`src/rtl/mfd_pkg.sv`:
```
// ----------------------------------------------------------------------------
// Mesh frame deframer package
// Result codes, queue sizing and the command entry passed from the
// classifier to the result serializer.
// ----------------------------------------------------------------------------
package mfd_pkg;

    // Result kinds carried on the output channel.
    typedef enum logic [2:0] {
        KIND_DATA     = 3'd0,
        KIND_END      = 3'd1,
        KIND_ACK      = 3'd2,
        KIND_BADLEN   = 3'd3,
        KIND_OVERFLOW = 3'd4
    } kind_t;

    // Link constants.
    localparam logic [7:0] ACK_O    = 8'h4F;
    localparam logic [7:0] ACK_K    = 8'h4B;
    localparam logic [7:0] ACK_CR   = 8'h0D;
    localparam logic [7:0] ACK_LF   = 8'h0A;
    localparam logic [7:0] HDR_B0   = 8'hF1;
    localparam logic [7:0] HDR_B1   = 8'hDD;
    localparam logic [7:0] ID_LEN   = 8'd2;
    localparam logic [7:0] MIN_LEN  = 8'd4;
    localparam logic [8:0] FIRST_POS = 9'd4;
    localparam logic [8:0] BODY_POS  = 9'd7;

    // Register map.
    localparam int          PADDR_W       = 2;
    localparam logic [PADDR_W-1:0] ADDR_LINK_TYPE = 2'd0;

    // Queue between classifier and serializer.
    localparam int QUEUE_DEPTH = 2;
    localparam int QPTR_W      = $clog2(QUEUE_DEPTH);
    localparam int QCNT_W      = $clog2(QUEUE_DEPTH + 1);

    // Up to four results per received byte.
    localparam int MAX_RES = 4;
    localparam int RIDX_W  = 2;

    typedef struct packed {
        kind_t      kind;
        logic [7:0] value;
    } result_t;

    typedef struct packed {
        logic [RIDX_W-1:0]          last_idx;
        result_t [MAX_RES-1:0]      res;
    } entry_t;

    // Queue head as seen by the serializer.
    typedef struct packed {
        logic   valid;
        entry_t entry;
    } head_t;

endpackage

```
`src/rtl/mfd_if.sv`:
```
// ----------------------------------------------------------------------------
// Mesh frame deframer channels
// Valid/ready stream interfaces for received bytes and for results.
// ----------------------------------------------------------------------------
interface mfd_in_if;
    logic       valid;
    logic       ready;
    logic [7:0] rx_byte;

    modport source (output valid, output rx_byte, input ready);
    modport sink   (input valid, input rx_byte, output ready);
endinterface

interface mfd_out_if;
    logic       valid;
    logic       ready;
    logic [2:0] kind;
    logic [7:0] value;
    logic       last;

    modport source (output valid, output kind, output value, output last, input ready);
    modport sink   (input valid, input kind, input value, input last, output ready);
endinterface

```
`src/rtl/mfd_front.sv`:
```
// ----------------------------------------------------------------------------
// Mesh frame deframer classifier
// Takes one received byte per cycle unless the queue is full, tracks hunt and
// frame state; each byte with results becomes one queue entry holding them all.
// ----------------------------------------------------------------------------
module mfd_front #(
    parameter int HOLD_DEPTH = 1024
) (
    input  logic            clk,
    input  logic            rst_n,
    input  logic [7:0]      link_type,
    mfd_in_if.sink          in_ch,
    input  logic            q_full,
    output logic            push,
    output mfd_pkg::entry_t push_entry
);
    import mfd_pkg::*;

    localparam int HC_W = $clog2(HOLD_DEPTH + 1);
    localparam logic [HC_W-1:0] HOLD_FULL = HC_W'(HOLD_DEPTH);
    localparam logic [HC_W-1:0] HC_ONE    = HC_W'(1);
    localparam logic [HC_W-1:0] HC_FOUR   = HC_W'(4);

    logic [23:0]     recent_reg, recent_next;
    logic [HC_W-1:0] held_reg, held_next;
    logic            in_frame_reg, in_frame_next;
    logic [8:0]      pos_reg, pos_next;
    logic [7:0]      len_reg, len_next;

    logic       accept;
    logic [7:0] b, b0, b1, b2;
    logic [HC_W-1:0] cnt;
    logic       data_en, frame_done;
    kind_t      end_kind;
    logic [2:0] n;

    assign in_ch.ready = !q_full;
    assign accept      = in_ch.valid && !q_full;
    assign b  = in_ch.rx_byte;
    assign b0 = recent_reg[23:16];
    assign b1 = recent_reg[15:8];
    assign b2 = recent_reg[7:0];
    assign cnt = held_reg + HC_ONE;

    // Frame body decode.
    assign data_en    = (len_reg >= MIN_LEN) && ((pos_reg == FIRST_POS) || (pos_reg >= BODY_POS));
    assign frame_done = pos_reg >= ({1'b0, len_reg} + 9'd2);
    assign end_kind   = (len_reg >= MIN_LEN) ? KIND_END : KIND_BADLEN;

    // Classify the byte and work out the next state.
    always_comb
    begin
        recent_next   = recent_reg;
        held_next     = held_reg;
        in_frame_next = in_frame_reg;
        pos_next      = pos_reg;
        len_next      = len_reg;
        push_entry    = '0;
        n             = 3'd0;

        if (held_reg >= HOLD_FULL)
        begin
            push_entry.res[0].kind = KIND_OVERFLOW;
            n = 3'd1;
        end
        else if (in_frame_reg)
        begin
            held_next = cnt;
            if (data_en)
            begin
                push_entry.res[0].kind  = KIND_DATA;
                push_entry.res[0].value = b;
                n = 3'd1;
            end
            if (frame_done)
            begin
                if (data_en)
                begin
                    push_entry.res[1].kind = end_kind;
                    n = 3'd2;
                end
                else
                begin
                    push_entry.res[0].kind = end_kind;
                    n = 3'd1;
                end
                in_frame_next = 1'b0;
                pos_next      = '0;
                len_next      = '0;
                held_next     = '0;
                recent_next   = '0;
            end
            else
            begin
                pos_next = pos_reg + 9'd1;
            end
        end
        else
        begin
            // Hunting: shift the byte in unless a window match takes it.
            recent_next = {recent_reg[15:0], b};
            held_next   = cnt;
            if (cnt >= HC_FOUR)
            begin
                if ((b0 == ACK_O) && (b1 == ACK_K) && (b2 == ACK_CR) && (b == ACK_LF))
                begin
                    push_entry.res[0].kind = KIND_ACK;
                    n           = 3'd1;
                    recent_next = '0;
                    held_next   = '0;
                end
                else if ((b0 == HDR_B0) && (b1 == HDR_B1))
                begin
                    if (b2 >= MIN_LEN)
                    begin
                        push_entry.res[0].kind  = KIND_DATA;
                        push_entry.res[0].value = link_type;
                        push_entry.res[1].kind  = KIND_DATA;
                        push_entry.res[1].value = ID_LEN;
                        push_entry.res[2].kind  = KIND_DATA;
                        push_entry.res[2].value = b2 - MIN_LEN;
                        push_entry.res[3].kind  = KIND_DATA;
                        push_entry.res[3].value = b;
                        n = 3'd4;
                    end
                    if (b2 <= 8'd1)
                    begin
                        push_entry.res[0].kind = KIND_BADLEN;
                        n = 3'd1;
                        // A zero length byte keeps the new byte as first held byte.
                        if (b2 == 8'd0)
                        begin
                            held_next   = HC_ONE;
                            recent_next = {16'd0, b};
                        end
                        else
                        begin
                            held_next   = '0;
                            recent_next = '0;
                        end
                    end
                    else
                    begin
                        in_frame_next = 1'b1;
                        pos_next      = FIRST_POS;
                        len_next      = b2;
                        held_next     = HC_FOUR;
                        recent_next   = '0;
                    end
                end
            end
        end
        push_entry.last_idx = RIDX_W'(n - 3'd1);
    end

    assign push = accept && (n != 3'd0);

    // State registers, updated on each byte transfer.
    always_ff @(posedge clk or negedge rst_n)
    begin
        if (!rst_n)
        begin
            recent_reg   <= '0;
            held_reg     <= '0;
            in_frame_reg <= 1'b0;
            pos_reg      <= '0;
            len_reg      <= '0;
        end
        else if (accept)
        begin
            recent_reg   <= recent_next;
            held_reg     <= held_next;
            in_frame_reg <= in_frame_next;
            pos_reg      <= pos_next;
            len_reg      <= len_next;
        end
    end

endmodule

```
`src/rtl/mfd_fifo.sv`:
```
// ----------------------------------------------------------------------------
// Mesh frame deframer command queue
// Short register queue that decouples the classifier from the serializer.
// ----------------------------------------------------------------------------
module mfd_fifo (
    input  logic            clk,
    input  logic            rst_n,
    input  logic            push,
    input  mfd_pkg::entry_t push_entry,
    output logic            full,
    input  logic            pop,
    output mfd_pkg::head_t  head
);
    import mfd_pkg::*;

    entry_t            slot_reg [QUEUE_DEPTH];
    logic [QPTR_W-1:0] wr_ptr_reg, wr_ptr_next;
    logic [QPTR_W-1:0] rd_ptr_reg, rd_ptr_next;
    logic [QCNT_W-1:0] count_reg, count_next;
    logic              do_pop;

    assign full       = (count_reg == QCNT_W'(QUEUE_DEPTH));
    assign do_pop     = pop && (count_reg != '0);
    assign head.valid = (count_reg != '0);
    assign head.entry = slot_reg[rd_ptr_reg];

    // Pointer and occupancy update.
    always_comb
    begin
        wr_ptr_next = push   ? wr_ptr_reg + 1'b1 : wr_ptr_reg;
        rd_ptr_next = do_pop ? rd_ptr_reg + 1'b1 : rd_ptr_reg;
        count_next  = count_reg + QCNT_W'(push) - QCNT_W'(do_pop);
    end

    always_ff @(posedge clk or negedge rst_n)
    begin
        if (!rst_n)
        begin
            wr_ptr_reg <= '0;
            rd_ptr_reg <= '0;
            count_reg  <= '0;
        end
        else
        begin
            wr_ptr_reg <= wr_ptr_next;
            rd_ptr_reg <= rd_ptr_next;
            count_reg  <= count_next;
        end
    end

    // Entry storage.
    always_ff @(posedge clk)
    begin
        if (push)
        begin
            slot_reg[wr_ptr_reg] <= push_entry;
        end
    end

endmodule

```
`src/rtl/mfd_back.sv`:
```
// ----------------------------------------------------------------------------
// Mesh frame deframer result serializer
// Sends the results of the queue head one per transfer and releases the
// entry after its last result.
// ----------------------------------------------------------------------------
module mfd_back (
    input  logic           clk,
    input  logic           rst_n,
    input  mfd_pkg::head_t head,
    output logic           pop,
    mfd_out_if.source      out_ch
);
    import mfd_pkg::*;

    logic [RIDX_W-1:0] idx_reg, idx_next;
    logic              is_last, xfer;
    result_t           cur;

    assign cur     = head.entry.res[idx_reg];
    assign is_last = (idx_reg == head.entry.last_idx);
    assign xfer    = head.valid && out_ch.ready;
    assign pop     = xfer && is_last;

    assign out_ch.valid = head.valid;
    assign out_ch.kind  = cur.kind;
    assign out_ch.value = cur.value;
    assign out_ch.last  = is_last;

    // Result index within the current entry.
    always_comb
    begin
        idx_next = idx_reg;
        if (xfer)
        begin
            idx_next = is_last ? '0 : idx_reg + 1'b1;
        end
    end

    always_ff @(posedge clk or negedge rst_n)
    begin
        if (!rst_n)
        begin
            idx_reg <= '0;
        end
        else
        begin
            idx_reg <= idx_next;
        end
    end

endmodule

```
`src/rtl/mesh_frame_deframer.sv`:
```
// ----------------------------------------------------------------------------
// Mesh frame deframer
// Byte-serial deframer for a mesh radio link: ack detection, header hunt,
// frame conversion, length and overflow errors.
//
//   Channel   Direction  Payload                  Handshake
//   in_ch     in         rx_byte[7:0]             valid / ready
//   out_ch    out        kind[2:0] value[7:0] last valid / ready
//   apb       in         link_type at address 0   psel / penable / pready
//
// A byte is classified in the cycle it is transferred; it gives one queue
// entry of up to four results, or none. The serializer sends one result per
// cycle while out_ch is ready; a byte with no results adds no entry. The
// classifier keeps taking bytes while the two-entry queue has room. Reset
// clears all control state; no clearing pass.
// ----------------------------------------------------------------------------
module mesh_frame_deframer #(
    parameter int HOLD_DEPTH = 1024
) (
    input  logic                         clk,
    input  logic                         rst_n,
    input  logic                         psel,
    input  logic                         penable,
    input  logic                         pwrite,
    input  logic [mfd_pkg::PADDR_W-1:0]  paddr,
    input  logic [31:0]                  pwdata,
    output logic [31:0]                  prdata,
    output logic                         pready,
    mfd_in_if.sink                       in_ch,
    mfd_out_if.source                    out_ch
);
    import mfd_pkg::*;

    logic [7:0] link_type_reg;
    logic       q_full, push, pop;
    entry_t     push_entry;
    head_t      head;

    // Configuration register.
    assign pready = 1'b1;
    assign prdata = (paddr == ADDR_LINK_TYPE) ? {24'd0, link_type_reg} : 32'd0;

    always_ff @(posedge clk or negedge rst_n)
    begin
        if (!rst_n)
        begin
            link_type_reg <= '0;
        end
        else if (psel && penable && pwrite && (paddr == ADDR_LINK_TYPE))
        begin
            link_type_reg <= pwdata[7:0];
        end
    end

    // Classifier, queue and serializer.
    mfd_front #(
        .HOLD_DEPTH (HOLD_DEPTH)
    ) u_front (
        .clk        (clk),
        .rst_n      (rst_n),
        .link_type  (link_type_reg),
        .in_ch      (in_ch),
        .q_full     (q_full),
        .push       (push),
        .push_entry (push_entry)
    );

    mfd_fifo u_fifo (
        .clk        (clk),
        .rst_n      (rst_n),
        .push       (push),
        .push_entry (push_entry),
        .full       (q_full),
        .pop        (pop),
        .head       (head)
    );

    mfd_back u_back (
        .clk    (clk),
        .rst_n  (rst_n),
        .head   (head),
        .pop    (pop),
        .out_ch (out_ch)
    );

endmodule

```
`src/flat_wrapper.sv`:
```
// flat-port wrapper written by rule: the top's interface ports become plain ports
module mesh_frame_deframer_flat import mfd_pkg::*;
#(
    parameter int HOLD_DEPTH = 1024
)
  (clk, rst_n, psel, penable, pwrite, paddr, pwdata, prdata, pready, in_ch_valid, in_ch_rx_byte, in_ch_ready, out_ch_valid, out_ch_kind, out_ch_value, out_ch_last, out_ch_ready);
  mfd_in_if in_ch_i ();
  mfd_out_if out_ch_i ();
  input  logic clk;
  input  logic rst_n;
  input  logic psel;
  input  logic penable;
  input  logic pwrite;
  input  logic [mfd_pkg::PADDR_W-1:0] paddr;
  input  logic [31:0] pwdata;
  output logic [31:0] prdata;
  output logic pready;
  input wire logic [$bits(in_ch_i.valid)-1:0] in_ch_valid;
  input wire logic [$bits(in_ch_i.rx_byte)-1:0] in_ch_rx_byte;
  output wire logic [$bits(in_ch_i.ready)-1:0] in_ch_ready;
  output wire logic [$bits(out_ch_i.valid)-1:0] out_ch_valid;
  output wire logic [$bits(out_ch_i.kind)-1:0] out_ch_kind;
  output wire logic [$bits(out_ch_i.value)-1:0] out_ch_value;
  output wire logic [$bits(out_ch_i.last)-1:0] out_ch_last;
  input wire logic [$bits(out_ch_i.ready)-1:0] out_ch_ready;
  assign in_ch_i.valid = in_ch_valid;
  assign in_ch_i.rx_byte = in_ch_rx_byte;
  assign in_ch_ready = in_ch_i.ready;
  assign out_ch_valid = out_ch_i.valid;
  assign out_ch_kind = out_ch_i.kind;
  assign out_ch_value = out_ch_i.value;
  assign out_ch_last = out_ch_i.last;
  assign out_ch_i.ready = out_ch_ready;
  mesh_frame_deframer #(.HOLD_DEPTH(HOLD_DEPTH)) u_core (.clk(clk), .rst_n(rst_n), .psel(psel), .penable(penable), .pwrite(pwrite), .paddr(paddr), .pwdata(pwdata), .prdata(prdata), .pready(pready), .in_ch(in_ch_i), .out_ch(out_ch_i));
endmodule
```
`config.mk`:
```
export PLATFORM = sky130hd
export DESIGN_NAME = mesh_frame_deframer_flat
export DESIGN_NICKNAME = d
export VERILOG_FILES = /design/src/rtl/mfd_pkg.sv /design/src/rtl/mfd_if.sv /design/src/rtl/mfd_front.sv /design/src/rtl/mfd_fifo.sv /design/src/rtl/mfd_back.sv /design/src/rtl/mesh_frame_deframer.sv /design/src/flat_wrapper.sv
export SDC_FILE = /design/constraint.sdc
export NUM_CORES = 1
export LEC_CHECK = 0
export BUFFER_PORTS_ARGS = -buffer_cell sky130_fd_sc_hd__buf_4
export CORE_UTILIZATION = 50
export DETAILED_ROUTE_END_ITERATION = 10
export PLACE_DENSITY = 0.78
export SLEW_MARGIN = 20
export SYNTH_ARGS = -nofsm -noshare
export SYNTH_HDL_FRONTEND = slang
export SYNTH_HIERARCHICAL = 1
export SYNTH_SLANG_ARGS = --single-unit
export TNS_END_PERCENT = 10
```
`constraint.sdc`:
```
create_clock -name clk -period 6.8 [get_ports clk]
set_clock_uncertainty 0.15 [all_clocks]
set_input_delay 1.36 -clock clk [delete_from_list [all_inputs] [get_ports clk]]
set_output_delay 1.36 -clock clk [all_outputs]
set_load 0.1 [all_outputs]
```
==> results.json <==
{
  "cts_tree": "yes",
  "dr.pass1.iters": 5,
  "dp_slack_ps": 1810,
  "ys_ff_latch": 159,
  "synth_seq_area_share_pct": 52.3,
  "clock.fmax_ghz": 0.212,
  "drt_iter0_markers": 494,
  "yosysTopAreaCellShare_pct": 32.5,
  "synth-edff-count": 92,
  "syn_to_final_growth_pct": 9.51,
  "grt_max_degree": 68,
  "rsz0062_at_grt": "false",
  "drc": 0,
  "hp-class": "reg2reg",
  "clock_latency_ps": 430,
  "core_mm2": 0.0166,
  "cts_max_level": 4,
  "period_minus_slack_ps": 4710,
  "maxSlewHeadroom_pct": 29.0,
  "avgSynthCellArea_um2": 12.9,
  "start_util_pct": 51.2,
  "largest_reg_flops": 92,
  "fin_crit_sh_pct": 69.3,
  "dpl.hpwl_um": 11500,
  "path_max_fanout": 46,
  "p_per_area_mw_per_mm2": 375,
  "crit_arrival_ps": 4620,
  "die_h_um": 132,
  "ys_types": 74,
  "yosysTopAreaCell": "edfxtp_1",
  "numPortBuffers": 46,
  "vias": 5336,
  "endpoint_kind": "flop",
  "cp.required_ps": 6710,
  "place.gp.congestion": 0.864,
  "peakVddDrop_v": 0.000340,
  "hold_viol": 0,
  "diodes": 0,
  "cts_setup_buffers": 0,
  "synth_cells": 658,
  "reg2reg_depth": 16,
  "fin_nets": 762,
  "die_w_um": 132,
  "ios": 96,
  "finalSetupViolCount": 0,
  "async_flop_share_pct": 42.1,
  "grt_pass1_wl_um": 28200,
  "status": "finished, final reports clean",
  "yosys_warnings": 6,
  "routedWlPerCell_um": 18.2,
  "setup_tns_ps": 0,
  "netlist_area_mm2": 0.00849,
  "postCtsHoldBufs": 0,
  "drv_slew": 0,
  "hold_depth": 1,
  "setup.worst_path.start_class": "flop",
  "fin_ws_ps": 2090,
  "cts_root_buf": "clkbuf_16",
  "path_class": "reg2reg",
  "clk_pin_slew_ps": 60,
  "ant_nets": 0,
  "synth_area_leaders": "edfxtp_1 33%, dfrtp_1 20%, mux2_4 5.3%",
  "worstMarginPinSlew_ps": 1060,
  "cts_sinks": 159,
  "wl_um": 16800,
  "nFillCells": 1337,
  "ys_dominant_reg_cell": "edfxtp_1",
  "leakagePower_uw": 0.00375,
  "cts_resized": 0,
  "grt_overflow": 0,
  "grt_usage_pct": 20.7,
  "numCtsBuffers": 17,
  "viasPerCell": 5.77,
  "die-area_mm2": 0.0175,
  "grt_pass1_vias": 5373,
  "antenna_found_initial": 0,
  "maxCapViolCount": 0,
  "row_count": 47,
  "clockBufferDepth": 2,
  "drive_above_1_share_pct": 24.1
}
## final timing paths
path                                                    start                             to  slack (ps)
worst max-delay path                u_core/u_front/len_reg[2]  u_core/u_fifo/slot_reg[0][12]        2090
worst min-delay path            u_core/u_front/recent_reg[22]  u_core/u_front/recent_reg[22]         350
worst max register to register      u_core/u_front/len_reg[2]  u_core/u_fifo/slot_reg[0][12]        2090
worst min register to register  u_core/u_front/recent_reg[22]  u_core/u_front/recent_reg[22]         350
max in group asynchronous                               rst_n       u_core/u_fifo/rd_ptr_reg        5010
min in group asynchronous                               rst_n      u_core/u_front/pos_reg[4]         900
## where the power goes
part           leakage (uW)  internal (uW)  total (uW)  switching [uW]
logic               0.00177            427        1340             918
registers           0.00172           1200        1290            91.1
clock network      0.000252            468         852             384
total               0.00375           2090        3480            1390
## per-layer routing
metal  up-vias  wire, um  track usage [%]
li1       2469         -                -
met1      2663      7240             27.6
met2       176      8340             33.5
met3        28       961             4.58
met4         0       293             7.47
met5         -         0                0
## critical path, cell delays in order (launching register included)
cell	delay, ps
dfrtp_1	430
ha_1	240
nand2_1	60
or2_2	280
xor2_1	140
ha_1	300
and3_1	180
a221o_1	310
a221oi_2	390
inv_2	170
ha_1	320
a211oi_1	90
ha_1	220
o21ai_0	70
and3_1	300
nor2b_4	170
buf_4	500
## through the flow
stage / power [uW] / hold WS (ps) / cells / cell area [um2] / utilization [%]
5_1_grt: 3610 / 377 / 924 / 9300 / 56.1
2_1_floorplan: 2450 / 305 / 695 / 8630 / -
6_report: 3480 / 354 / 924 / 9300 / 56.1
3_5_place_dp: 2660 / 336 / 892 / 8770 / 52.9
4_1_cts: 3510 / 359 / 924 / 9290 / 56.0
3_3_place_gp: 2620 / 333 / 892 / 8770 / 52.9
## layout make-up
type | count | area (um2) | share of cell area, %
inverter | 23 | 86.3 | 0.929
sequential | 159 | 4440 | 47.8
timing repair buffer | 51 | 383 | 4.12
tap | 220 | 275 | 2.96
multi-input combinational | 439 | 3590 | 38.6
clock inverter | 12 | 87.6 | 0.942
clock buffer | 20 | 437 | 4.70
## cells in the final DEF (no fill, tap or decap), types with 6 or more instances in the layout
| cell | netlist | routed |
|---|---|---|
| o21ai_0 | 9 | 9 |
| nor4_1 | 18 | 17 |
| mux2_4 | 30 | 30 |
| clkbuf_16 | 0 | 17 |
| ha_1 | 22 | 22 |
| nor2_1 | 16 | 15 |
| nor3_1 | 16 | 16 |
| mux4_1 | 6 | 6 |
| dfrtp_1 | 67 | 66 |
| conb_1 | 3 | 40 |
| nand3_1 | 31 | 31 |
| buf_4 | 43 | 51 |
| and2_1 | 18 | 17 |
| or3_1 | 11 | 11 |
| mux2_2 | 24 | 24 |
| xnor2_1 | 8 | 8 |
| edfxtp_1 | 92 | 92 |
| nand2_1 | 32 | 32 |
| o211ai_1 | 12 | 12 |
| xor2_1 | 11 | 11 |
| a22o_1 | 36 | 36 |
| inv_1 | 22 | 22 |
| and2_2 | 8 | 8 |
## kinds of logic after synthesis
logic type	count (synthesis)	synth area share (%)
AO/OA/AOI/OAI	98	9.63
XOR/XNOR	19	1.96
adder cells (fa/ha/maj)	22	3.24
buffers and inverters	97	7.31
flip-flops	159	52.3
multiplexers	68	12.0
other	3	0.133
AND/OR/NAND/NOR	192	13.4
## cells in the mapped netlist, types with 8 or more instances
cell type	n
xnor2_1	8
and2_1	18
mux2_2	24
mux2_4	30
buf_4	43
ha_1	22
or3_1	11
nand2_1	32
nor4_1	18
dfrtp_1	67
inv_1	22
nor3_1	16
a22o_1	36
buf_6	8
and2_2	8
o211ai_1	12
edfxtp_1	92
o21ai_0	9
nor2_1	16
nand3_1	31
buf_2	14
xor2_1	11
Note: power is estimated with default switching activity, not from simulation.
